`src/design/rcwd_pkg.sv`:
```
// ----------------------------------------------------------------------------
// RC output failsafe watchdog: shared package
// Types, field widths and constants shared by the front end, the queue and
// the back end of the watchdog.
// ----------------------------------------------------------------------------
package rcwd_pkg;

  localparam int IN_CH        = 4;
  localparam int DEF_CHANNELS = 4;
  localparam int CMD_W        = 16;
  localparam int PULSE_W      = 11;
  localparam int BITS_W       = 4;
  localparam int MASK_W       = 8;
  localparam int TONE_W       = 16;
  localparam int TMO_W        = 16;
  localparam int EVT_W        = 32;
  localparam int Q_DEPTH      = 2;
  localparam int IN_TDATA_W   = 96;
  localparam int OUT_TDATA_W  = 104;

  localparam logic signed [CMD_W-1:0] CMD_MIN     = -16'sd1000;
  localparam logic signed [CMD_W-1:0] CMD_MAX     = 16'sd1000;
  localparam logic [PULSE_W-1:0]      PULSE_MID   = 11'd1500;
  localparam logic [BITS_W-1:0]       BITS_MASK   = 4'hf;
  localparam logic [TMO_W-1:0]        TIMEOUT_RST = 16'd1000;

  typedef enum logic [1:0] {
    OP_CMD   = 2'd0,
    OP_FORCE = 2'd1,
    OP_TICK  = 2'd2,
    OP_NONE  = 2'd3
  } op_t;

  typedef struct packed {
    op_t                             op;
    logic [IN_CH-1:0][PULSE_W-1:0]   pulse;
    logic [BITS_W-1:0]               bits;
    logic [TONE_W-1:0]               tone;
    logic                            force_en;
  } item_t;

endpackage

```
`src/design/rc_output_failsafe_watchdog.sv`:
```
// ----------------------------------------------------------------------------
// RC output failsafe watchdog: top level
// An accepted item is written into the queue and then executed into the back
// end state registers; one item per cycle is sustained when out_tready holds.
// A two-entry queue sits between the decode front end and the state back
// end, so input items are taken while a finished result waits.
// Reset (synchronous, active low) forces failsafe with safe outputs and a
// timeout of 1000 ms; no clearing pass is needed.
// ----------------------------------------------------------------------------
module rc_output_failsafe_watchdog
  import rcwd_pkg::*;
#(
  parameter int CHANNELS = DEF_CHANNELS
) (
  input  logic                   clk,
  input  logic                   rst_n,
  input  logic                   cfg_wr_en,
  input  logic [TMO_W-1:0]       cfg_wr_data,
  input  logic                   in_tvalid,
  output logic                   in_tready,
  // cmd_ch0, cmd_ch1, cmd_ch2, cmd_ch3, out_mask_in, tone_hz_in, force_enable
  input  logic [IN_TDATA_W-1:0]  in_tdata,
  // opcode
  input  logic [1:0]             in_tuser,
  output logic                   out_tvalid,
  input  logic                   out_tready,
  // pulse_ch0, pulse_ch1, pulse_ch2, pulse_ch3, out_bits, tone_hz,
  // failsafe_now, failsafe_events
  output logic [OUT_TDATA_W-1:0] out_tdata
);

  localparam int PAD_W = OUT_TDATA_W - IN_CH*PULSE_W - BITS_W - TONE_W - 1 - EVT_W;

  logic                          q_full;
  logic                          q_push;
  item_t                         push_item;
  logic                          q_pop;
  logic                          head_valid;
  item_t                         head_item;
  logic [IN_CH-1:0][PULSE_W-1:0] res_pulse;
  logic [BITS_W-1:0]             res_bits;
  logic [TONE_W-1:0]             res_tone;
  logic                          res_failsafe;
  logic [EVT_W-1:0]              res_events;

  rcwd_front u_front (
    .in_tvalid (in_tvalid),
    .in_tready (in_tready),
    .in_tdata  (in_tdata),
    .in_tuser  (in_tuser),
    .q_full    (q_full),
    .q_push    (q_push),
    .q_item    (push_item)
  );

  rcwd_queue u_queue (
    .clk        (clk),
    .rst_n      (rst_n),
    .push       (q_push),
    .push_item  (push_item),
    .full       (q_full),
    .pop        (q_pop),
    .head_valid (head_valid),
    .head_item  (head_item)
  );

  rcwd_back #(
    .CHANNELS (CHANNELS)
  ) u_back (
    .clk          (clk),
    .rst_n        (rst_n),
    .cfg_wr_en    (cfg_wr_en),
    .cfg_wr_data  (cfg_wr_data),
    .q_valid      (head_valid),
    .q_item       (head_item),
    .q_pop        (q_pop),
    .out_tvalid   (out_tvalid),
    .out_tready   (out_tready),
    .res_pulse    (res_pulse),
    .res_bits     (res_bits),
    .res_tone     (res_tone),
    .res_failsafe (res_failsafe),
    .res_events   (res_events)
  );

  assign out_tdata = {{PAD_W{1'b0}}, res_events, res_failsafe, res_tone, res_bits, res_pulse};

endmodule

```
`src/design/rcwd_front.sv`:
```
// ----------------------------------------------------------------------------
// RC output failsafe watchdog: front end
// Accepts input items, decodes the opcode and turns each raw channel command
// into its clamped pulse width before the item enters the queue.
// ----------------------------------------------------------------------------
module rcwd_front
  import rcwd_pkg::*;
(
  input  logic                  in_tvalid,
  output logic                  in_tready,
  input  logic [IN_TDATA_W-1:0] in_tdata,
  input  logic [1:0]            in_tuser,
  input  logic                  q_full,
  output logic                  q_push,
  output item_t                 q_item
);

  function automatic logic [PULSE_W-1:0] cmd_to_pulse(input logic signed [CMD_W-1:0] v);
    logic signed [CMD_W-1:0]   cl;
    logic signed [PULSE_W-1:0] c11;
    logic signed [PULSE_W-1:0] adj;
    logic signed [PULSE_W-1:0] half;
    logic [PULSE_W:0]          sum;
    if (v < CMD_MIN) begin
      cl = CMD_MIN;
    end else if (v > CMD_MAX) begin
      cl = CMD_MAX;
    end else begin
      cl = v;
    end
    c11  = cl[PULSE_W-1:0];
    adj  = c11 + $signed({{(PULSE_W-1){1'b0}}, c11[PULSE_W-1]});
    half = adj >>> 1;
    sum  = {1'b0, PULSE_MID} + {half[PULSE_W-1], half};
    return sum[PULSE_W-1:0];
  endfunction

  assign in_tready = !q_full;
  assign q_push    = in_tvalid && !q_full;

  always_comb begin
    q_item.op = op_t'(in_tuser);
    for (int c = 0; c < IN_CH; c++) begin
      q_item.pulse[c] = cmd_to_pulse($signed(in_tdata[c*CMD_W +: CMD_W]));
    end
    q_item.bits     = in_tdata[IN_CH*CMD_W +: BITS_W] & BITS_MASK;
    q_item.tone     = in_tdata[IN_CH*CMD_W+MASK_W +: TONE_W];
    q_item.force_en = in_tdata[IN_CH*CMD_W+MASK_W+TONE_W];
  end

endmodule

```
`src/design/rcwd_queue.sv`:
```
// ----------------------------------------------------------------------------
// RC output failsafe watchdog: item queue
// A short first-in first-out queue of decoded items between the front end
// and the back end.
// ----------------------------------------------------------------------------
module rcwd_queue
  import rcwd_pkg::*;
(
  input  logic  clk,
  input  logic  rst_n,
  input  logic  push,
  input  item_t push_item,
  output logic  full,
  input  logic  pop,
  output logic  head_valid,
  output item_t head_item
);

  localparam int PW = (Q_DEPTH > 1) ? $clog2(Q_DEPTH) : 1;
  localparam int CW = $clog2(Q_DEPTH + 1);
  localparam logic [CW-1:0] DEPTH_C = CW'(Q_DEPTH);
  localparam logic [PW-1:0] LAST_C  = PW'(Q_DEPTH - 1);

  item_t         mem_r [Q_DEPTH];
  logic [PW-1:0] wr_ptr_r, wr_ptr_nxt;
  logic [PW-1:0] rd_ptr_r, rd_ptr_nxt;
  logic [CW-1:0] count_r, count_nxt;

  assign full       = (count_r == DEPTH_C);
  assign head_valid = (count_r != '0);
  assign head_item  = mem_r[rd_ptr_r];

  always_comb begin
    wr_ptr_nxt = wr_ptr_r;
    rd_ptr_nxt = rd_ptr_r;
    count_nxt  = count_r;
    if (push) begin
      wr_ptr_nxt = (wr_ptr_r == LAST_C) ? '0 : wr_ptr_r + 1'b1;
    end
    if (pop) begin
      rd_ptr_nxt = (rd_ptr_r == LAST_C) ? '0 : rd_ptr_r + 1'b1;
    end
    if (push && !pop) begin
      count_nxt = count_r + 1'b1;
    end else if (pop && !push) begin
      count_nxt = count_r - 1'b1;
    end
  end

  always_ff @(posedge clk) begin
    if (!rst_n) begin
      wr_ptr_r <= '0;
      rd_ptr_r <= '0;
      count_r  <= '0;
    end else begin
      wr_ptr_r <= wr_ptr_nxt;
      rd_ptr_r <= rd_ptr_nxt;
      count_r  <= count_nxt;
    end
  end

  always_ff @(posedge clk) begin
    if (push) begin
      mem_r[wr_ptr_r] <= push_item;
    end
  end

endmodule

```
`src/design/rcwd_back.sv`:
```
// ----------------------------------------------------------------------------
// RC output failsafe watchdog: back end
// Executes queued items against the watchdog state: stored command, driven
// outputs, silence counter, failsafe flag and event count. The driven state
// registers, failsafe flag and event count are the result payload.
// ----------------------------------------------------------------------------
module rcwd_back
  import rcwd_pkg::*;
#(
  parameter int CHANNELS = DEF_CHANNELS
) (
  input  logic                          clk,
  input  logic                          rst_n,
  input  logic                          cfg_wr_en,
  input  logic [TMO_W-1:0]              cfg_wr_data,
  input  logic                          q_valid,
  input  item_t                         q_item,
  output logic                          q_pop,
  output logic                          out_tvalid,
  input  logic                          out_tready,
  output logic [IN_CH-1:0][PULSE_W-1:0] res_pulse,
  output logic [BITS_W-1:0]             res_bits,
  output logic [TONE_W-1:0]             res_tone,
  output logic                          res_failsafe,
  output logic [EVT_W-1:0]              res_events
);

  localparam int NUM_DRV = (CHANNELS < IN_CH) ? CHANNELS : IN_CH;

  logic [TMO_W-1:0]   timeout_r;
  logic [PULSE_W-1:0] st_pulse_r  [NUM_DRV];
  logic [PULSE_W-1:0] st_pulse_nxt[NUM_DRV];
  logic [BITS_W-1:0]  st_bits_r, st_bits_nxt;
  logic [TONE_W-1:0]  st_tone_r, st_tone_nxt;
  logic [PULSE_W-1:0] drv_pulse_r  [NUM_DRV];
  logic [PULSE_W-1:0] drv_pulse_nxt[NUM_DRV];
  logic [BITS_W-1:0]  drv_bits_r, drv_bits_nxt;
  logic [TONE_W-1:0]  drv_tone_r, drv_tone_nxt;
  logic [TMO_W-1:0]   silence_r, silence_nxt;
  logic               forced_r, forced_nxt;
  logic               fs_r, fs_nxt;
  logic [EVT_W-1:0]   events_r, events_nxt;
  logic               out_valid_r, out_valid_nxt;
  logic [TMO_W-1:0]   sil_inc;
  logic               fs_tick;

  assign q_pop   = q_valid && (!out_valid_r || out_tready);
  assign sil_inc = (silence_r < timeout_r) ? silence_r + 1'b1 : silence_r;
  assign fs_tick = forced_r || (sil_inc >= timeout_r);

  always_comb begin
    st_pulse_nxt  = st_pulse_r;
    st_bits_nxt   = st_bits_r;
    st_tone_nxt   = st_tone_r;
    drv_pulse_nxt = drv_pulse_r;
    drv_bits_nxt  = drv_bits_r;
    drv_tone_nxt  = drv_tone_r;
    silence_nxt   = silence_r;
    forced_nxt    = forced_r;
    fs_nxt        = fs_r;
    events_nxt    = events_r;
    out_valid_nxt = out_valid_r && !out_tready;
    if (q_pop) begin
      out_valid_nxt = 1'b1;
      case (q_item.op)
        OP_CMD: begin
          silence_nxt = '0;
          for (int c = 0; c < NUM_DRV; c++) begin
            st_pulse_nxt[c]  = q_item.pulse[c];
            drv_pulse_nxt[c] = forced_r ? PULSE_MID : q_item.pulse[c];
          end
          st_bits_nxt  = q_item.bits;
          st_tone_nxt  = q_item.tone;
          drv_bits_nxt = forced_r ? '0 : q_item.bits;
          drv_tone_nxt = forced_r ? '0 : q_item.tone;
        end
        OP_FORCE: begin
          forced_nxt = q_item.force_en;
          if (q_item.force_en) begin
            for (int c = 0; c < NUM_DRV; c++) begin
              st_pulse_nxt[c]  = PULSE_MID;
              drv_pulse_nxt[c] = PULSE_MID;
            end
            st_bits_nxt  = '0;
            st_tone_nxt  = '0;
            drv_bits_nxt = '0;
            drv_tone_nxt = '0;
          end else if (forced_r && (silence_r < timeout_r)) begin
            drv_pulse_nxt = st_pulse_r;
            drv_bits_nxt  = st_bits_r;
            drv_tone_nxt  = st_tone_r;
          end
        end
        OP_TICK: begin
          silence_nxt = sil_inc;
          fs_nxt      = fs_tick;
          if (fs_tick) begin
            for (int c = 0; c < NUM_DRV; c++) begin
              st_pulse_nxt[c]  = PULSE_MID;
              drv_pulse_nxt[c] = PULSE_MID;
            end
            st_bits_nxt  = '0;
            st_tone_nxt  = '0;
            drv_bits_nxt = '0;
            drv_tone_nxt = '0;
          end
          if (fs_tick && !fs_r) begin
            events_nxt = events_r + 1'b1;
          end
        end
        default: begin
        end
      endcase
    end
  end

  always_ff @(posedge clk) begin
    if (!rst_n) begin
      timeout_r   <= TIMEOUT_RST;
      for (int c = 0; c < NUM_DRV; c++) begin
        st_pulse_r[c]  <= PULSE_MID;
        drv_pulse_r[c] <= PULSE_MID;
      end
      st_bits_r   <= '0;
      st_tone_r   <= '0;
      drv_bits_r  <= '0;
      drv_tone_r  <= '0;
      silence_r   <= '0;
      forced_r    <= 1'b1;
      fs_r        <= 1'b1;
      events_r    <= '0;
      out_valid_r <= 1'b0;
    end else begin
      if (cfg_wr_en) begin
        timeout_r <= cfg_wr_data;
      end
      st_pulse_r  <= st_pulse_nxt;
      st_bits_r   <= st_bits_nxt;
      st_tone_r   <= st_tone_nxt;
      drv_pulse_r <= drv_pulse_nxt;
      drv_bits_r  <= drv_bits_nxt;
      drv_tone_r  <= drv_tone_nxt;
      silence_r   <= silence_nxt;
      forced_r    <= forced_nxt;
      fs_r        <= fs_nxt;
      events_r    <= events_nxt;
      out_valid_r <= out_valid_nxt;
    end
  end

  for (genvar c = 0; c < IN_CH; c++) begin : g_res
    if (c < NUM_DRV) begin : g_drv
      assign res_pulse[c] = drv_pulse_r[c];
    end else begin : g_mid
      assign res_pulse[c] = PULSE_MID;
    end
  end

  assign out_tvalid   = out_valid_r;
  assign res_bits     = drv_bits_r;
  assign res_tone     = drv_tone_r;
  assign res_failsafe = fs_r;
  assign res_events   = events_r;

  a_forced_safe: assert property (@(posedge clk) disable iff (!rst_n)
    forced_r |-> (drv_bits_r == '0) && (drv_tone_r == '0) && (res_pulse[0] == PULSE_MID))
    else $error("forced failsafe is set but outputs are not safe");

  a_idle_hold: assert property (@(posedge clk) disable iff (!rst_n)
    !q_pop |=> $stable(events_r) && $stable(drv_bits_r) && $stable(drv_tone_r)
               && $stable(silence_r))
    else $error("watchdog state changed without an item");

  a_event_edge: assert property (@(posedge clk) disable iff (!rst_n)
    (q_pop && (q_item.op == OP_TICK) && fs_tick && !fs_r) |=> (events_r == $past(events_r) + 1'b1))
    else $error("failsafe rising edge was not counted");

  a_cmd_clears: assert property (@(posedge clk) disable iff (!rst_n)
    (q_pop && (q_item.op == OP_CMD)) |=> (silence_r == '0))
    else $error("command did not restart the silence counter");

endmodule
```
`config.mk`:
```
export PLATFORM = sky130hd
export DESIGN_NAME = rc_output_failsafe_watchdog
export DESIGN_NICKNAME = d
export VERILOG_FILES = /design/src/design/rcwd_pkg.sv /design/src/design/rc_output_failsafe_watchdog.sv /design/src/design/rcwd_front.sv /design/src/design/rcwd_queue.sv /design/src/design/rcwd_back.sv
export SDC_FILE = /design/constraint.sdc
export NUM_CORES = 1
export LEC_CHECK = 0
export BUFFER_PORTS_ARGS = -buffer_cell sky130_fd_sc_hd__buf_2
export CAP_MARGIN = 25
export CORE_MARGIN = 3
export CORE_UTILIZATION = 54
export CTS_BUF_LIST = sky130_fd_sc_hd__clkbuf_8
export DETAILED_ROUTE_END_ITERATION = 8
export GPL_ROUTABILITY_DRIVEN = 1
export PLACE_DENSITY = 0.78
export SYNTH_ARGS = -nofsm -noshare
export SYNTH_HDL_FRONTEND = slang
export SYNTH_SLANG_ARGS = --single-unit
```
`constraint.sdc`:
```
create_clock -name clk -period 4.4 [get_ports clk]
set_input_delay 0 -clock clk [delete_from_list [all_inputs] [get_ports clk]]
set_output_delay 0 -clock clk [all_outputs]
set_load 0.05 [all_outputs]
```
==> flow_metrics.py <==
metrics = {
    "synth": {
        "ys_seq_area_frac": 0.477,
        "yosys_most_used_dff": "dfxtp_1",
        "synth_area_per_cell_um2": 9.52,
        "yosysTopAreaCellShare": 0.239,
        "synth_top_area_cell": "edfxtp_1",
        "yosys_warnings": 0,
        "synth_cells": 1767,
        "synthArstFlopShare": 0,
        "ys_ff_latch": 334,
        "ys_top_cells_by_area": "edfxtp_1 (24%), dfxtp_1 (24%), mux2i_1 (6.5%), nand2_1 (4.8%), o21ai_0 (4.0%)",
        "yosysUniqueCellTypes": 68,
        "synth-edff-count": 134,
        "syn-cell-area_um2": 16800,
    },
    "worst_setup_path": {
        "cp.arrival_ps": 4830,
        "cp_max_fo": 7,
        "crit_type": "reg -> reg",
        "critPathCaptureType": "flop",
        "required_ps": 4910,
        "start_kind": "flop",
        "worst-r2r-cell-count": 19,
    },
    "flow_run": {
        "drv_cap": 0,
    },
    "route": {
        "drc": 0,
        "via_count": 14500,
        "vias_per_cell": 5.77,
        "drt-wirelength-per-cell_um": 17.3,
        "dr.pass1.iters": 5,
        "detail-route-antenna-nets": 0,
        "first_iter_violations": 930,
        "drt-total-wl_um": 43700,
    },
    "status": {
        "outcome": "finished clean",
    },
    "sta": {
        "final_hold_viol_count": 0,
        "min_period_ps": 4320,
        "finClkSkew_ps": 17.5,
        "worst_pin_slew_ps": 1070,
        "finalSetupViolCount": 0,
        "fin_tns_setup_ps": 0,
        "hold-worst-slack_ps": 42.7,
        "fin_ws_ps": 80.0,
        "slew_headroom": 0.286,
        "drv_slew": 0,
        "finalCritPeriodShare": 0.982,
        "timing.fmax_mhz": 231,
    },
    "global_routing": {
        "grt_first_pass_wirelength_um": 68900,
        "antenna_found_initial": 0,
        "grt_max_degree": 68,
        "grt_overflow": 0,
        "grtUsageTotal": 0.247,
        "grt_pass1_vias": 14000,
    },
    "place": {
        "portBuffers": 206,
        "gp_congestion": 0.897,
        "placed_area_um2": 18300,
        "dpl.hpwl_um": 27500,
        "place_ws_ps": -130,
    },
    "power": {
        "leakage_nw": 8.53,
        "peakVddDrop_uv": 382,
        "total_power_mw": 11.6,
        "powerDensity_nw_per_um2": 561,
    },
    "layout": {
        "finalNetCount": 2240,
        "diodes": 0,
        "drive_gt1_frac": 0.193,
        "layout_common_cells": "nand2_1 (213), buf_2 (207), dfxtp_1 (194), o21ai_0 (135), edfxtp_1 (134)",
        "final_common_cell": "nand2_1",
        "regArea_um2": 8040,
        "fin_area_um2": 20700,
        "synthToLayoutAreaGrowth_pct": 23.2,
        "fillers": 2335,
        "multiInputGateArea_um2": 8150,
    },
    "cts": {
        "cts_tree": "built",
        "insertion_delay_ps": 590,
        "cts_max_level": 2,
        "clk_pin_slew_worst_paths_ps": 60,
        "cts_buffers": 56,
        "cts_root_buf": "clkbuf_8",
        "clock_path_buffers": 3,
        "cts.sinks": 334,
    },
    "die": {
        "ios": 225,
        "initial_core_util": 0.549,
        "die-area_um2": 33300,
        "die_x_um": 183,
        "rows": 64,
        "coreArea_um2": 30700,
        "die_h_um": 183,
    },
    "min_path": {
        "hold_path_depth": 4,
        "hp-class": "in -> reg",
    },
}
[path summary, 6_finish.rpt]
check,from,endpoint,slack [ps]
max,u_back.timeout_r[13],u_back.res_events[9],80
min,in_tdata[23],u_queue.mem_r[1][39],40
max reg2reg,u_back.timeout_r[13],u_back.res_events[9],80
min reg2reg,u_back.st_bits_r[3],u_back.st_bits_r[3],470
[critical path, stage by stage, from the launching register on]
cell	delay (ps)
dfxtp_2	320
inv_2	70
ha_4	200
a21o_1	160
a21o_1	180
a221o_1	350
a211oi_4	380
and2_4	260
nand3_2	110
xnor2_2	140
ha_1	300
and4_4	200
a211o_1	310
a31o_4	240
buf_6	140
o211ai_1	290
buf_4	220
buf_4	140
o21ai_0	80
a21oi_1	160
[cell families after synthesis]
group / after synthesis / share of synthesized area
DFF: 334 / 0.477
adders and majority gates: 45 / 0.0335
muxes: 112 / 0.0668
buffers and inverters: 196 / 0.0495
and+or+nand+nor: 591 / 0.170
other: 1 / 0.000223
xor gates and xnor gates: 73 / 0.0380
AOI/OAI and AO/OA: 415 / 0.165
[Yosys cell counts (32+ instances only)]
master and n:
nand2_1 216, dfxtp_1 200, o21ai_0 136, edfxtp_1 134, mux2i_1 109, nor2_1 101, a21oi_1 77, clkbuf_1 77
inv_1 76, nand3_1 73, xnor2_1 52, ha_1 45, nor2b_1 41, a21o_1 36, o221a_1 32
[report_power, final]
part / switching, mW / total, mW / internal, mW
logic: 3.07 / 4.50 / 1.43
registers: 0.337 / 4.26 / 3.92
clock network: 1.28 / 2.89 / 1.60
[layout make-up]
cell class	instances	area share
Clock buffer	62	0.0411
Inverter	77	0.0139
Multi-Input combinational cell	1243	0.393
Clock inverter	44	0.0165
Tap cell	396	0.0239
Timing Repair Buffer	364	0.124
Sequential cell	334	0.388
[routing by layer]
layer	GRT usage	share of wire	up-vias
met5	0	0	-
met4	0.0948	0.038	0
met3	0.0331	0.063	101
met2	0.422	0.48	563
met1	0.319	0.42	6871
li1	-	-	7007
[sequential cells by signal, indices dropped and copies added, names as in the netlist, named ones only]
register             flops
u_back.res_pulse        44
u_back.st_bits_r         4
u_back.st_tone_r        16
u_back.res_tone         16
u_queue.count_r          2
u_back.res_bits          4
u_back.out_tvalid        1
u_queue.wr_ptr_r         1
u_back.res_events       32
u_back.st_pulse_r       44
u_queue.rd_ptr_r         1
u_back.res_failsafe      1
u_back.forced_r          1
u_queue.mem_r          134
u_back.timeout_r        16
u_back.silence_r        16
[metrics by stage]
step,util,std cells
final,0.676,2520
after detailed placement,0.595,2300
after CTS,0.667,2505
after global placement,0.595,2300
after global routing,0.676,2520
after floorplan,-,1773
[timing repair]
action                                 4_1_cts  5_1_grt
buffers inserted                             1       10
hold buffers                                98        0
cloned                                       0        4
endpoints found under the hold margin      156        0
pin swaps                                    2       24
gates resized for setup                      2       42
setup endpoints to repair                  115      152
(Power assumes the default switching activity.)
